## config.mk

```make
export PLATFORM = sky130hd
export DESIGN_NAME = tpv_merge
export DESIGN_NICKNAME = d
export VERILOG_FILES = /design/src/design/tpv_pkg.sv /design/src/design/tpv_merge.sv
export SDC_FILE = /design/constraint.sdc
export NUM_CORES = 1
export LEC_CHECK = 0
export BUFFER_PORTS_ARGS = -buffer_cell sky130_fd_sc_hd__buf_2
export CAP_MARGIN = 20
export CORE_MARGIN = 4
export CORE_UTILIZATION = 35
export CTS_CLUSTER_DIAMETER = 200
export DETAILED_ROUTE_END_ITERATION = 6
export GPL_ROUTABILITY_DRIVEN = 0
export MAX_ROUTING_LAYER = met4
export PLACE_DENSITY = 0.64
export SLEW_MARGIN = 5
export SYNTH_ARGS = -nofsm -noshare
export SYNTH_HDL_FRONTEND = slang
export SYNTH_SLANG_ARGS = --single-unit
```

## constraint.sdc

```tcl
create_clock -name clk -period 4.9 [get_ports clk]
set_clock_uncertainty 0.05 [all_clocks]
set_input_delay 0.49 -clock clk [delete_from_list [all_inputs] [get_ports clk]]
set_output_delay 0.49 -clock clk [all_outputs]
set_load 0.01 [all_outputs]
```

## src/design/tpv_pkg.sv

```systemverilog
`timescale 1ns / 1ps
// ----------------------------------------------------------------------------
// tpv_pkg: shared types and constants of the trajectory point validator
// Register indexes, error codes, the configuration bundle, the per-item
// pipeline tag and the flags each axis lane reports to the merge stage.
// ----------------------------------------------------------------------------
package tpv_pkg;

  localparam int NUM_AXES  = 3;
  localparam int FIELD_W   = 32;   // each value field on the input bus
  localparam int STAMP_W   = 32;
  localparam int IN_DATA_W = 10 * FIELD_W;
  localparam int OUT_DATA_W = 24;  // 20 bits of fields, padded to bytes
  localparam int IDX_W     = 16;   // reported point index
  localparam int LIM_W     = 31;   // limit and tolerance registers
  localparam int CFG_IDX_W = 3;
  localparam int TOL_PROD_W = 64;  // 2*tol*dt

  // configuration register indexes
  typedef enum logic [CFG_IDX_W-1:0] {
    REG_SPEED_EN = 3'd0,
    REG_MAX_SPEED = 3'd1,
    REG_ACCEL_EN = 3'd2,
    REG_MAX_ACCEL = 3'd3,
    REG_DERIV_EN = 3'd4,
    REG_POS_TOL = 3'd5,
    REG_VEL_TOL = 3'd6
  } reg_idx_t;

  // verdict codes
  typedef enum logic [2:0] {
    ERR_NONE  = 3'd0,
    ERR_BAD   = 3'd1,
    ERR_TIME  = 3'd2,
    ERR_LIMIT = 3'd3,
    ERR_DERIV = 3'd4
  } err_code_t;

  typedef struct packed {
    logic             spd_en;
    logic [LIM_W-1:0] spd_lim;
    logic             acc_en;
    logic [LIM_W-1:0] max_accel;
    logic             der_en;
    logic [LIM_W-1:0] pos_tol;
    logic [LIM_W-1:0] vel_tol;
  } cfg_t;

  // travels with an item down the pipeline
  typedef struct packed {
    logic             fin;      // last point of the trajectory
    logic             bad;      // source flagged a non-finite value
    logic             tfail;    // time not rising
    logic             pair_ok;  // pair test applies to this item
    logic [IDX_W-1:0] idx;      // this point's index
    logic [IDX_W-1:0] lower;    // lower point of the pair
  } meta_t;

  typedef struct packed {
    logic limit;  // speed or acceleration over its limit
    logic deriv;  // pair inconsistency on this axis
  } lane_flags_t;

endpackage

```

## src/design/tpv_merge.sv

```systemverilog
`timescale 1ns / 1ps
// ----------------------------------------------------------------------------
// tpv_merge: combines the lane flags and keeps the trajectory verdict
// Records the first point error and the first pair error in item order and
// loads the output register on the final point, then clears for the next
// trajectory.
// ----------------------------------------------------------------------------
module tpv_merge (
  input  logic                                            clk,
  input  logic                                            rst_n,
  input  logic                                            take,
  input  tpv_pkg::meta_t                                  meta,
  input  tpv_pkg::lane_flags_t [tpv_pkg::NUM_AXES-1:0]    flags,
  input  logic                                            out_tready,
  output logic                                            out_tvalid,
  output logic [tpv_pkg::OUT_DATA_W-1:0]                  out_tdata
);

  tpv_pkg::err_code_t              pcode_r, pcode_nxt, code_now;
  logic [tpv_pkg::IDX_W-1:0]       pat_r, pat_nxt;
  logic                            dseen_r, dseen_nxt;
  logic [tpv_pkg::IDX_W-1:0]       dat_r, dat_nxt;
  logic                            any_lim, any_der;

  logic                            out_valid_r;
  logic                            ok_nxt;
  tpv_pkg::err_code_t              code_nxt;
  logic [tpv_pkg::IDX_W-1:0]       idx_nxt;
  logic                            ok_r;
  tpv_pkg::err_code_t              code_r;
  logic [tpv_pkg::IDX_W-1:0]       idx_r;

  // merge lane flags
  always_comb begin
    any_lim = 1'b0;
    any_der = 1'b0;
    for (int k = 0; k < tpv_pkg::NUM_AXES; k++) begin
      any_lim = any_lim | flags[k].limit;
      any_der = any_der | flags[k].deriv;
    end
  end

  // point error by priority, then first-error bookkeeping
  always_comb begin
    if (meta.bad)        code_now = tpv_pkg::ERR_BAD;
    else if (meta.tfail) code_now = tpv_pkg::ERR_TIME;
    else if (any_lim)    code_now = tpv_pkg::ERR_LIMIT;
    else                 code_now = tpv_pkg::ERR_NONE;

    pcode_nxt = pcode_r;
    pat_nxt   = pat_r;
    if ((pcode_r == tpv_pkg::ERR_NONE) && (code_now != tpv_pkg::ERR_NONE)) begin
      pcode_nxt = code_now;
      pat_nxt   = meta.idx;
    end

    dseen_nxt = dseen_r;
    dat_nxt   = dat_r;
    if (!dseen_r && meta.pair_ok && any_der) begin
      dseen_nxt = 1'b1;
      dat_nxt   = meta.lower;
    end

    // verdict
    if (pcode_nxt != tpv_pkg::ERR_NONE) begin
      ok_nxt   = 1'b0;
      code_nxt = pcode_nxt;
      idx_nxt  = pat_nxt;
    end else if (dseen_nxt) begin
      ok_nxt   = 1'b0;
      code_nxt = tpv_pkg::ERR_DERIV;
      idx_nxt  = dat_nxt;
    end else begin
      ok_nxt   = 1'b1;
      code_nxt = tpv_pkg::ERR_NONE;
      idx_nxt  = '0;
    end
  end

  // trajectory state, cleared after the final point
  always_ff @(posedge clk) begin
    if (!rst_n) begin
      pcode_r <= tpv_pkg::ERR_NONE;
      pat_r   <= '0;
      dseen_r <= 1'b0;
      dat_r   <= '0;
    end else if (take) begin
      if (meta.fin) begin
        pcode_r <= tpv_pkg::ERR_NONE;
        pat_r   <= '0;
        dseen_r <= 1'b0;
        dat_r   <= '0;
      end else begin
        pcode_r <= pcode_nxt;
        pat_r   <= pat_nxt;
        dseen_r <= dseen_nxt;
        dat_r   <= dat_nxt;
      end
    end
  end

  // output register
  always_ff @(posedge clk) begin
    if (!rst_n) begin
      out_valid_r <= 1'b0;
    end else if (take && meta.fin) begin
      out_valid_r <= 1'b1;
    end else if (out_tready) begin
      out_valid_r <= 1'b0;
    end
  end

  always_ff @(posedge clk) begin
    if (take && meta.fin) begin
      ok_r   <= ok_nxt;
      code_r <= code_nxt;
      idx_r  <= idx_nxt;
    end
  end

  assign out_tvalid = out_valid_r;
  assign out_tdata  = {4'b0000, idx_r, code_r, ok_r};

endmodule

```

==> results.py <==
metrics = {
    "status": {
        "status": "finished, final reports clean",
    },
    "pwr": {
        "fin_total_pwr_mw": 1.09,
        "power.density_nw_per_um2": 372,
        "max-vdd-ir-drop_mv": 0.200,
        "p_leak_nw": 1.21,
    },
    "detailed_routing": {
        "wl_met1_um": 2750,
        "top_layer": "met4",
        "routed_wl_um": 5810,
        "drcViolationCount": 0,
        "drt_iter0_markers": 114,
        "wl_met2_um": 2690,
        "vias_per_cell": 5.43,
        "wl_met3_um": 234,
        "wire_per_inst_um": 16.5,
        "vias": 1910,
        "dr.pass1.iters": 4,
        "ant_nets": 0,
    },
    "placement": {
        "hpwlAfterDp_um": 3910,
        "port_buffers": 66,
        "placed_area_sq_um": 2720,
    },
    "synth": {
        "synthFlopType": "dfxtp_1",
        "synthArstFlopShare_pct": 0,
        "synth.most_common_cell": "dfxtp_1",
        "syn_inst": 209,
        "postSynthAreaPerCell_sq_um": 11.5,
        "synth.area.top_cells": "dfxtp_1 (31%), edfxtp_1 (25%), a22o_1 (12%)",
        "synth_top_cell_area_share_pct": 30.9,
        "ys_seq_area_share_pct": 55.9,
        "synth-seq-cells": 57,
        "yosysWarnings": 0,
        "synth_area_sq_um": 2400,
        "synth_edf_count": 20,
        "synthDistinctLibCells": 32,
        "synth_top_area_cell": "dfxtp_1",
        "synthTopCellsByCount": "dfxtp_1 (37), a22o_1 (32), edfxtp_1 (20), nand2_1 (20), nor2_1 (19)",
    },
    "critical_path": {
        "cp-start-kind": "flip-flop",
        "crit_path_end_kind": "flip-flop",
        "r2r_end": "dat_r[5]$_SDFFE_PN0P_",
        "cp_data_arrival_time_ps": 2980,
        "crit_required_ps": 5130,
        "worstSetupEndpoint": "dat_r[5]$_SDFFE_PN0P_",
        "reg2reg_slack_ps": 2160,
        "path_class": "reg2reg",
        "startpoint": "dseen_r$_SDFFE_PN0P_",
        "worstRegToRegCells": 5,
        "crit-reg2reg-launch": "dseen_r$_SDFFE_PN0P_",
        "worst-path-max-fanout": 21,
    },
    "global_routing": {
        "grt_pass1_vias": 1905,
        "grt_use_total_pct": 15.5,
        "grt_max_degree": 35,
        "grt-ovfl-total": 0,
        "antenna_found_initial": 0,
        "grt_pass1_wl_um": 9820,
    },
    "die": {
        "dieArea_sq_um": 8240,
        "die_y_um": 90.8,
        "start_util_pct": 36.9,
        "num_rows": 29,
        "ioPinCount": 71,
        "core-area_sq_um": 6490,
        "die_w_um": 90.8,
    },
    "flow_run": {
        "drv_cap": 0,
    },
    "clocking": {
        "cts_tree": "yes",
        "cts_resized": 0,
        "ctsHoldBuffers": 0,
        "insertion_delay_ps": 340,
        "post-cts-setup-buffer-count": 0,
        "cts-buffers-inserted": 9,
        "cts_max_level": 3,
        "clk_path_buf_depth": 2,
        "path_clk_slew_ps": 70,
        "cts.sinks": 57,
        "cts-root-buf": "clkbuf_8",
    },
    "sta": {
        "slew-limit-headroom_pct": 32.0,
        "post-route-min-period_ps": 2740,
        "hold_viol_final": 0,
        "slew_violations": 0,
        "min_period_over_period_pct": 56.0,
        "finalSetupTns_ps": 0,
        "setup_viol": 0,
        "worstMarginPinSlew_ps": 1010,
        "rsz0062_at_grt": "false",
        "fmax_mhz": 364,
    },
    "cells_and_area": {
        "final_util_pct": 45.1,
        "drive_gt1_share_pct": 34.9,
        "design_area_sq_um": 2930,
        "syn_to_final_growth_pct": 22.0,
        "nets": 316,
        "num_antenna_cells": 0,
    },
    "min_path": {
        "hold_class": "in2reg",
    },
}
power by group:
group | switching [mW] | internal [mW] | total (mW)
logic | 0.0710 | 0.0502 | 0.121
registers | 0.0130 | 0.518 | 0.531
clock network | 0.192 | 0.245 | 0.437
total | 0.276 | 0.813 | 1.09
worst max-delay path: stages, from the launching register on:
cell	delay [ps]
dfxtp_1	900
inv_1	160
o311a_1	450
a21oi_1	700
buf_4	280
a22o_1	140
cell usage in the layout (no fill, tap or decap):
cell,count
a211oi_1,1
a21boi_0,1
a21o_1,1
a21oi_1,4
a221oi_1,8
a221oi_2,8
a22o_1,32
a22o_2,1
a31oi_1,2
and3_1,2
buf_2,66
buf_4,1
buf_8,1
bufinv_16,1
clkbuf_8,10
clkinv_2,4
conb_1,4
dfxtp_1,37
edfxtp_1,20
inv_1,3
inv_4,1
nand2_1,20
nand2b_1,1
nor2_1,19
nor2_4,1
nor2b_1,1
nor3_1,2
nor4_4,1
o21ai_0,1
o21bai_1,1
o311a_1,1
o31ai_1,16
or2_1,1
or3_1,1
or4_4,1
state kept, by name (all words and copies together) (netlist names):
signal and cells:
out_tvalid 1, code_r 3, dseen_r 1, pat_r 16, dat_r 16, idx_r 16, ok_r 1, pcode_r 3
area by class of cell:
class                      instances  area, sq um
fill                             609         3570
sequential                        57         1340
multi-input combinational        131          931
timing repair buffer              68          353
clock buffer                      10          138
tap                               77         96.3
clock inverter                     6         56.3
inverter                           3         11.3
how the worst min path moves through the flow:
stage | end | depth (start not counted) | from | slack (ps)
2_1_floorplan | pat_r[10]$_SDFFE_PN0P_ | 1 | pat_r[10]$_SDFFE_PN0P_ | 390
3_3_place_gp | pat_r[7]$_SDFFE_PN0P_ | 1 | pat_r[7]$_SDFFE_PN0P_ | 410
3_5_place_dp | pat_r[1]$_SDFFE_PN0P_ | 1 | pat_r[1]$_SDFFE_PN0P_ | 400
4_1_cts | pcode_r[0]$_SDFFE_PN0P_ | 2 | meta[33] | 300
5_1_grt | pat_r[11]$_SDFFE_PN0P_ | 2 | meta[27] | 320
6_report | pcode_r[0]$_SDFFE_PN0P_ | 2 | meta[33] | 320
kinds of logic after synthesis:
kind of cell,synth area share [%]
compound gates,28.3
flops,55.9
simple gates,9.91
buf+inv,5.74
other cells,0.156
metal layers:
layer	track usage, %	vias to the layer above
met3	3.67	11
met4	8.54	0
met1	19.4	922
met5	-	-
li1	-	919
met2	23.1	58
per-stage QoR:
| stage | instances | worst slack, ps | hold WS, ps |
|---|---|---|---|
| 5_1_grt | 352 | 1980 | 317 |
| 2_1_floorplan | 212 | 2790 | 392 |
| 3_3_place_gp | 334 | 2120 | 406 |
| 6_report | 352 | 2160 | 317 |
| 3_5_place_dp | 335 | 2210 | 404 |
| 4_1_cts | 351 | 2190 | 304 |
Power figures use the tool's default switching activity.
